## config.mk

```make
export PLATFORM = sky130hd
export DESIGN_NAME = swrsi_div
export DESIGN_NICKNAME = d
export VERILOG_FILES = /design/src/rtl/core/swrsi_pkg.sv /design/src/rtl/core/swrsi_div.sv
export SDC_FILE = /design/constraint.sdc
export NUM_CORES = 1
export LEC_CHECK = 0
export ABC_CLOCK_PERIOD_IN_PS = 14100
export BUFFER_PORTS_ARGS = -buffer_cell sky130_fd_sc_hd__buf_2
export CORE_MARGIN = 5
export CORE_UTILIZATION = 49
export DETAILED_ROUTE_END_ITERATION = 16
export PLACE_DENSITY = 0.73
export SYNTH_ARGS = -nofsm -noshare
export SYNTH_HDL_FRONTEND = slang
export SYNTH_SLANG_ARGS = --single-unit
```

## constraint.sdc

```tcl
create_clock -name clk -period 14.1 [get_ports clk]
set_input_delay 2.82 -clock clk [delete_from_list [all_inputs] [get_ports clk]]
set_output_delay 2.82 -clock clk [all_outputs]
set_load 0.01 [all_outputs]
```

## src/rtl/core/swrsi_pkg.sv

```systemverilog
// Shared constants, types and state encoding for the sliding-window RSI block.
`default_nettype none
package swrsi_pkg;

  localparam int unsigned RING_DEPTH = 256;
  localparam int unsigned PTR_W      = $clog2(RING_DEPTH);
  localparam int unsigned LEN_W      = PTR_W + 1;
  localparam int unsigned PRICE_W    = 32;
  localparam int unsigned CHG_W      = PRICE_W + 1;
  localparam int unsigned SUM_W      = PRICE_W + PTR_W;
  localparam int unsigned RSI_W      = 23;
  localparam int unsigned CNT_W      = $clog2(RSI_W);

  localparam logic [RSI_W-1:0] RSI_SCALE  = RSI_W'(6553600);
  localparam logic [LEN_W-1:0] LEN_RESET  = LEN_W'(14);
  localparam logic [LEN_W-1:0] LEN_MAX    = LEN_W'(RING_DEPTH);
  localparam logic [LEN_W-1:0] LEN_MIN    = LEN_W'(1);

  typedef struct packed {
    logic                    re;
    logic [PTR_W-1:0]        raddr;
    logic                    we;
    logic [PTR_W-1:0]        waddr;
    logic signed [CHG_W-1:0] wdata;
  } ring_req_t;

  typedef enum logic [2:0] {
    ST_IDLE,
    ST_READ,
    ST_REMOVE,
    ST_ADD,
    ST_CHECK,
    ST_DIV,
    ST_EMIT
  } state_t;

endpackage
`default_nettype wire

```

## src/rtl/core/swrsi_div.sv

```systemverilog
// Radix-2 restoring divider for floor(RSI_SCALE * gain / total), one scale bit per cycle.
`default_nettype none
module swrsi_div (
  input  wire logic                          clk,
  input  wire logic                          rst,
  input  wire logic                          start,
  input  wire logic [swrsi_pkg::SUM_W-1:0]   gain,
  input  wire logic [swrsi_pkg::SUM_W-1:0]   total,
  output logic                               done,
  output logic [swrsi_pkg::RSI_W-1:0]        quotient
);

  localparam int unsigned RW = swrsi_pkg::SUM_W + 2;

  logic                          busy;
  logic [swrsi_pkg::CNT_W-1:0]   cnt;
  logic [swrsi_pkg::SUM_W-1:0]   rem;
  logic [swrsi_pkg::SUM_W-1:0]   g;
  logic [swrsi_pkg::SUM_W-1:0]   d;

  logic [RW-1:0]                 r2;
  logic [RW-1:0]                 d1;
  logic [RW-1:0]                 d2;
  logic [RW-1:0]                 r_sub;
  logic [1:0]                    digit;

  // Since gain <= total and rem < total, the shifted remainder stays below
  // three times the divisor, so each step yields a digit of 0, 1 or 2.
  always_comb begin
    d1 = {2'b00, d};
    d2 = {1'b0, d, 1'b0};
    r2 = {1'b0, rem, 1'b0} + (swrsi_pkg::RSI_SCALE[cnt] ? {2'b00, g} : '0);
    if (r2 >= d2) begin
      r_sub = r2 - d2;
      digit = 2'd2;
    end else if (r2 >= d1) begin
      r_sub = r2 - d1;
      digit = 2'd1;
    end else begin
      r_sub = r2;
      digit = 2'd0;
    end
  end

  always_ff @(posedge clk) begin
    if (rst) begin
      busy <= 1'b0;
      done <= 1'b0;
      cnt  <= '0;
    end else begin
      done <= 1'b0;
      if (start) begin
        busy <= 1'b1;
        cnt  <= swrsi_pkg::CNT_W'(swrsi_pkg::RSI_W - 1);
      end else if (busy) begin
        if (cnt == '0) begin
          busy <= 1'b0;
          done <= 1'b1;
        end else begin
          cnt <= cnt - 1'b1;
        end
      end
    end
  end

  always_ff @(posedge clk) begin
    if (start) begin
      g        <= gain;
      d        <= total;
      rem      <= '0;
      quotient <= '0;
    end else if (busy) begin
      rem      <= r_sub[swrsi_pkg::SUM_W-1:0];
      quotient <= {quotient[swrsi_pkg::RSI_W-2:0], 1'b0} + swrsi_pkg::RSI_W'(digit);
    end
  end

endmodule
`default_nettype wire

```

==> run summary, run 1 <==
The flow ran to the end, and the final reports show no timing, DRC or antenna violations. The part of the cycle the worst path needs is 0.574. Routability-driven placement finished with a final weighted congestion of 1.03. On the final layout, the worst clock skew is 15.2 ps. The total area inside the core boundary comes to 25200 µm². In this run, synthesis inferred 80 flip-flops with an integrated enable.

Counting the buffers created by CTS gives 17. Dividing the detail-routed via count by the number of cells gives 6.22. The largest area contributor in the netlist was sky130_fd_sc_hd__edfxtp_1. The count of buffers added by post-CTS timing repair for setup is 0, and the number of vias in the routed layout is 11600. The initial antenna violation count is 0. The number of setup violations in the final report came out at 0.

The H-tree generated during clock tree synthesis spans 4 levels. The worst-case IR drop observed on VDD is 0.0971 mV. Leaving out fill and tap cells, the most frequent cell in the layout is sky130_fd_sc_hd__a21oi_1.

The top cell types in the final layout, fill and taps aside, are sky130_fd_sc_hd__a21oi_1, sky130_fd_sc_hd__ha_1, sky130_fd_sc_hd__buf_2. The detailed router finished its first iteration with 1084 violations. The sum of routed wire length over all layers is 37300 µm. The run gives 6.12 nW as the standby leakage power. The run gives 0 ps as the final total negative setup slack. The share of Yosys cell area claimed by the top area cell type is 0.192, and the sum of buffers and inverters on the critical path is 3.

Buffer type at the clock tree root: sky130_fd_sc_hd__clkbuf_16. The cell count after synthesis came out at 1444. Maximum cell stage delay along the critical path: 540 ps. The slowest stage of the critical path belongs to the cell sky130_fd_sc_hd__nor2b_2. From bottom edge to top edge, the die measures 170 µm. In this run the remaining antenna-violating nets after routing total 0.

TritonCTS built the clock tree. The clock slew at the register clock pins of the worst setup and hold paths came out at 80 ps. Yosys attributes the largest share of cell area to sky130_fd_sc_hd__edfxtp_1, sky130_fd_sc_hd__ha_1, sky130_fd_sc_hd__dfxtp_1, sky130_fd_sc_hd__a21oi_1, sky130_fd_sc_hd__xnor2_1. The fill cell total of the finished layout is 2331, and the distinct cell type count after synthesis is 79.

Counting every net in the synthesized netlist gives 1653. The average instance in the mapped netlist occupies 8.68 µm². The count of state elements after synthesis is 150, and the count of input and output buffers is 106.

The cell area that synthesis handed to floorplanning was 12500 µm². In this run the horizontal extent of the chip is 170 µm. The floorplan step defined a die boundary enclosing 28900 µm². Summing all flip-flop and latch instances after layout gives 3800 µm². The share of final-layout standard cells stronger than drive strength 1 was 0.115.

The tools report the number of hold violations in the final report as 0. Critical path class: reg -> reg. Across the run, the number of max-cap violations was 0. The standard-cell row count was 58; the clock insertion delay at the later pin of the skew report was 450 ps.

Of all nets on the critical path, the largest fanout is 17. Setup repair after global routing left no endpoint under its margin. The run gives 6 as the detailed-router iteration count before antenna repair.

The logs give 2 for the deepest clock path buffer count and 150 for the clock net sink count. The final period demand of the worst path was 8100 ps; the starting density of the core was 0.498. For the area occupied by multi-input gates, the log shows 8250 µm².

The run gives 14450 ps as the required arrival time at the worst endpoint. Entering global routing, the biggest net connects 66 pins. 0 antenna diodes ended up in the layout. The overall global routing resource usage came out at 0.255. Dividing the detail-routed wire length by the instance count gives 20.0 µm. The wire-length estimate of the detail-placed layout is 28400 µm. The layout overhead on the synthesized area is 11.2%. The tools report the via count of the first global-routing pass as 11300.

The power density over the cells is 144 nW/µm², and the headroom to the max-slew limit is 0.380. For the pin with the worst max-slew slack, the measured transition is 928 ps. The wire length of the first global-routing pass came out at 58900 µm. Broken down by cell family, the worst path's largest delay share belongs to simple AND/OR/NAND/NOR gates.

Data arrival time at the worst-slack endpoint: 8450 ps. For the timing-limited maximum frequency, the log shows 123 MHz. The nature of the critical path startpoint is a flip-flop. The net count of the finished layout is 1737. The most used flip-flop cell after synthesis is sky130_fd_sc_hd__edfxtp_1. Post-CTS repair changed the size of 0 cells. Share of flip-flops with an asynchronous set or reset: 0.

In this run, post-CTS hold repair placed 0 buffers. In this run the worst hold path is classified as reg -> reg. Max-slew violation count: 0. The critical path's most frequent cell is sky130_fd_sc_hd__ha_1.

For this run, the number of Yosys warnings is 0. 107 I/O pins were placed. For this run the aggregate overflow at the end of global routing stands at 0. The logs give 0.303 for the proportion of synthesized chip area in sequential cells and 0 for the DRC violation count after routing. The final core area utilization was 0.554. The kind of end point of the critical path is a flip-flop.
[metrics by stage]
stage / hold slack [ps] / instances / setup slack [ps] / cell area, µm² / total power [W]
after floorplan: 432 / 1444 / 7450 / 12500 / 0.00128
after global placement: 475 / 1839 / 6380 / 13300 / 0.00150
after detailed placement: 483 / 1839 / 6160 / 13300 / 0.00151
after CTS: 500 / 1871 / 6090 / 13900 / 0.00200
after global routing: 525 / 1871 / 5330 / 13900 / 0.00214
final: 502 / 1871 / 6000 / 13900 / 0.00201
[per-layer routing]
metal  part of all wire  GRT usage  up-vias  wire length, µm
met1               0.44      0.343     5454            16400
met4              0.038      0.101        0             1420
met5                  0          0        -                0
met3              0.073     0.0430       97             2720
li1                   -          -     5592                -
met2               0.45      0.412      497            16800
[registers in the layout (all words and copies together), names as in the netlist]
register and count:
rem 40, d 40, busy 1, cnt 5
done 1, g 40, quotient 23
[cells in the mapped netlist (5+ instances only)]
library cell / instances
sky130_fd_sc_hd__buf_2: 8
sky130_fd_sc_hd__a2111oi_0: 5
sky130_fd_sc_hd__a31oi_1: 12
sky130_fd_sc_hd__a41oi_1: 5
sky130_fd_sc_hd__and2_1: 45
sky130_fd_sc_hd__a311oi_1: 5
sky130_fd_sc_hd__nor4_1: 9
sky130_fd_sc_hd__dfxtp_1: 70
sky130_fd_sc_hd__nand2_1: 80
sky130_fd_sc_hd__a21o_1: 53
sky130_fd_sc_hd__o21ai_0: 85
sky130_fd_sc_hd__a22oi_1: 16
sky130_fd_sc_hd__o31ai_1: 8
sky130_fd_sc_hd__nor2_1: 91
sky130_fd_sc_hd__nand4_1: 21
sky130_fd_sc_hd__o21a_1: 17
sky130_fd_sc_hd__nor2b_1: 9
sky130_fd_sc_hd__or2_2: 10
sky130_fd_sc_hd__a21boi_0: 5
sky130_fd_sc_hd__o22ai_1: 5
sky130_fd_sc_hd__and4_1: 11
sky130_fd_sc_hd__nand3_1: 37
sky130_fd_sc_hd__a221o_1: 12
sky130_fd_sc_hd__and3_1: 21
sky130_fd_sc_hd__xor2_1: 42
sky130_fd_sc_hd__or3_1: 9
sky130_fd_sc_hd__nor3_1: 36
sky130_fd_sc_hd__o21bai_1: 15
sky130_fd_sc_hd__edfxtp_1: 80
sky130_fd_sc_hd__ha_1: 123
sky130_fd_sc_hd__a21oi_1: 148
sky130_fd_sc_hd__o211ai_1: 16
sky130_fd_sc_hd__a211oi_1: 31
sky130_fd_sc_hd__nand2b_1: 15
sky130_fd_sc_hd__a22o_1: 10
sky130_fd_sc_hd__clkbuf_1: 32
sky130_fd_sc_hd__inv_1: 73
sky130_fd_sc_hd__xnor2_1: 76
sky130_fd_sc_hd__mux2i_1: 26
[power breakdown]
| group | internal (W) | total [W] | switching, W | leakage (nW) |
|---|---|---|---|---|
| clock | 0.000249 | 0.000480 | 0.000231 | 0.302 |
| combinational | 0.000388 | 0.000987 | 0.000599 | 4.46 |
| sequential | 0.000512 | 0.000545 | 0.0000336 | 1.36 |
[kinds of logic after synthesis]
logic type	synth area share
buffers and inverters	0.0394
muxes	0.0208
and+or+nand+nor	0.168
adders and majority gates	0.128
xor gates and xnor gates	0.0824
DFF	0.303
AOI/OAI and AO/OA	0.259
[cell type report]
type,instances,area share
tap,330,0.0296
sequential,150,0.273
clock inverter,14,0.0108
inverter,74,0.0199
timing repair buffer,114,0.0425
multi-input combinational,1171,0.592
clock buffer,18,0.0323
[worst min-delay path: stages, from the launching register on]
cell and delay [ps]:
sky130_fd_sc_hd__dfxtp_1 310, sky130_fd_sc_hd__nor2_1 90, sky130_fd_sc_hd__a211oi_1 50
[worst paths after layout]
path         slack [ps]                   endpoint                 startpoint  cells past startpoint
max reg2reg        6000  quotient[17]$_SDFFE_PP0P_        cnt[2]$_SDFFE_PP0P_                     32
min reg2reg         500  quotient[22]$_SDFFE_PP0P_  quotient[22]$_SDFFE_PP0P_                      2
max                6000  quotient[17]$_SDFFE_PP0P_        cnt[2]$_SDFFE_PP0P_                     32
min                 500  quotient[22]$_SDFFE_PP0P_  quotient[22]$_SDFFE_PP0P_                      2
(Power assumes the default switching activity.)
==> run 2, diff against run 1 <==
Settings changed: ABC_CLOCK_PERIOD_IN_PS 14100 to 7300, PLACE_DENSITY 0.73 to 0.75.
Clock period 14.1 ns to 7.3 ns, I/O delays scaled along.
==> run 2 against run 1 <==
Net effect: combinational power up 96%; sequential share of layout area down 0.28 points; sequential power up 94%; sequential cell count unchanged; critical path type unchanged; largest power group unchanged.
==> run summary, run 2 (synthesis results as in run 1) <==
The run gives 0.498 as the starting density of the core. In this run the static leakage power is 6.20 nW. The number of CTS-inserted buffers is 17, and the pin count of the biggest net entering global routing is 66.

The wire length of the first global-routing pass was 57900 µm. The completed layout was analyzed and its total power is 0.00390 W. The area occupied by multi-input gates is 8260 µm². Number of buffers inserted for hold repair after clock tree synthesis: 0. Fill cells in the final layout number 2284.

In this run the vertical extent of the chip is 170 µm. The logs give 58 for the standard-cell row count and 5 for the detailed-router iteration count before antenna repair. The worst hold path belongs to the class reg -> reg.

Dividing the detail-routed via count by the number of cells gives 6.22. The final total negative setup slack came out at 0 ps. Data arrives at the worst endpoint at 7090 ps. For the pin with the worst max-slew slack, the measured transition is 791 ps.

For the headroom to the max-slew limit, the log shows 0.472. For the hold slack, the log shows 484 ps. The DRC violation count after routing was 0. The most critical setup path has its startpoint at cnt[0]$_SDFFE_PP0P_. In the layout the commonest cells are sky130_fd_sc_hd__a21oi_1, sky130_fd_sc_hd__ha_1, sky130_fd_sc_hd__buf_2. The deepest clock path buffer count was 2; the part of the cycle the worst path needs was 0.921. Setup repair after global routing left no endpoint under its margin. The deepest level of the CTS H-tree was 4; the worst IR drop on VDD was 0.159 mV. The wire-length estimate of the detail-placed layout is 28500 µm. The final layout contains 1756 nets. For the overall global routing resource usage, the log shows 0.250. TritonCTS built the clock tree. The number of hold violations in the final report was 0. The tools report the clock insertion delay at the later pin of the skew report as 450 ps. The max-slew violation count was 0. In the final layout, the registers with the most flip-flops are d: 40 flops, g: 40 flops, rem: 40 flops.

At the worst endpoint, the required time is 7660 ps. The tree built by TritonCTS fans out to 150 sinks. Along the worst path, the maximum fanout reaches 13. The share of final-layout standard cells stronger than drive strength 1 is 0.127. The worst setup path is captured at a flip-flop.

The antenna violation net count after detailed routing is 0, and the number of maximum-capacitance violations is 0. The smallest clock period supported by the final layout is computed as 6730 ps. The flow ran to the end, and the final reports show no timing, DRC or antenna violations. The timing-limited maximum frequency is 149 MHz, and the number of diodes is 0. Clock-pin slew was measured on the worst setup and hold paths at 80 ps.

For the worst flop-to-flop path, the logic depth is 30. In this run the register-to-register setup slack is 570 ps. For the routability congestion estimate from global placement, the log shows 0.972.

The maximum cell stage delay along the critical path was 420 ps; the final cell count without fillers was 1890. The core area came out at 25200 µm². The power density over the cells is 277 nW/µm². The number of setup violations in the final report was 0.

The cell that appears most often on the critical path is sky130_fd_sc_hd__ha_1. The detailed router placed 11800 vias in this run. The number of instances in the placed design came out at 1857. For this run the aggregate overflow at the end of global routing stands at 0. The nature of the critical path startpoint is a flip-flop.

The leading cell type in the layout, fill and taps excluded was sky130_fd_sc_hd__a21oi_1. The tools report the launching point of the worst reg2reg path as cnt[0]$_SDFFE_PP0P_. The sum of routed wire length over all layers is 37300 µm, and the final routed wire length divided by cell count is 19.8 µm. The buffer type at the clock tree root is sky130_fd_sc_hd__clkbuf_16. Compared with the post-synthesis result, the final layout area differs by 12.3%. The detailed router finished its first iteration with 1115 violations.

The critical path is of the reg -> reg type. Pin placement for this block handled 107 I/O pins. For the initial antenna violation count, the log shows 0.

The count of input and output buffers is 106, and the worst setup skew after layout is 15.8 ps. The width of the die came out at 170 µm. For this design, the slowest cell found on the critical path is sky130_fd_sc_hd__or4_1. Across the whole layout, storage elements account for 3800 µm². The capturing point of the worst reg2reg path is quotient[17]$_SDFFE_PP0P_. The floorplan die area was 28900 µm². The run gives 11100 as the via count of the first global-routing pass. The capture point of the worst path is quotient[17]$_SDFFE_PP0P_.
## run 2: power by group
group | switching, W | leakage, nW | total (W) | internal (W)
registers | 0.0000705 | 1.36 | 0.00106 | 0.000988
clock network | 0.000449 | 0.294 | 0.000913 | 0.000463
logic | 0.00116 | 4.55 | 0.00193 | 0.000772
total | 0.00168 | 6.20 | 0.00390 | 0.00222
## run 2: layout make-up
cell class,count,share of cell area
multi-input cells,1171,0.586
flip-flops and latches,150,0.270
well taps,330,0.0293
inverters,74,0.0197
repair buffers,133,0.0522
clock inverters,15,0.0122
clock buffers,17,0.0302
## run 2: repair_timing
item / CTS / global route
setup buffers: 0 / 1
setup endpoints to repair: 0 / 51
gates resized for setup: 0 / 5
## run 2: metal layers
metal	global-route usage	share of wire	routed length, µm
met1	0.333	0.43	16100
met2	0.419	0.47	17400
met3	0.0395	0.078	2920
met4	0.0792	0.024	907
met5	0	0	0
## run 2: worst min path at each step
| stage | slack [ps] | from | cells past startpoint | end |
|---|---|---|---|---|
| 2_1_floorplan | 430 | rem[24]$_SDFFE_PP0P_ | 2 | rem[24]$_SDFFE_PP0P_ |
| 3_5_place_dp | 470 | quotient[22]$_SDFFE_PP0P_ | 2 | quotient[22]$_SDFFE_PP0P_ |
| 3_3_place_gp | 480 | quotient[0]$_SDFFE_PP0P_ | 2 | quotient[0]$_SDFFE_PP0P_ |
| 6_report | 480 | quotient[22]$_SDFFE_PP0P_ | 2 | quotient[22]$_SDFFE_PP0P_ |
| 5_1_grt | 520 | quotient[0]$_SDFFE_PP0P_ | 2 | quotient[0]$_SDFFE_PP0P_ |
| 4_1_cts | 490 | quotient[22]$_SDFFE_PP0P_ | 2 | quotient[22]$_SDFFE_PP0P_ |
## run 2: per-stage QoR
| stage | utilization | setup WS, ps | area, µm² |
|---|---|---|---|
| after floorplan | - | 652 | 12500 |
| after global placement | 0.535 | 364 | 13500 |
| after detailed placement | 0.535 | 124 | 13500 |
| after CTS | 0.559 | 115 | 14100 |
| after global routing | 0.559 | 47.1 | 14100 |
| final | 0.559 | 575 | 14100 |
## run 2: critical path, delay by kind of cell, from the launching register on
family,cells,cell delay [ps]
adders and majority gates,4,1120
AOI/OAI and AO/OA,8,1840
and+or+nand+nor,11,2130
DFF,1,370
buffers and inverters,4,600
muxes,1,330
xor gates and xnor gates,2,270
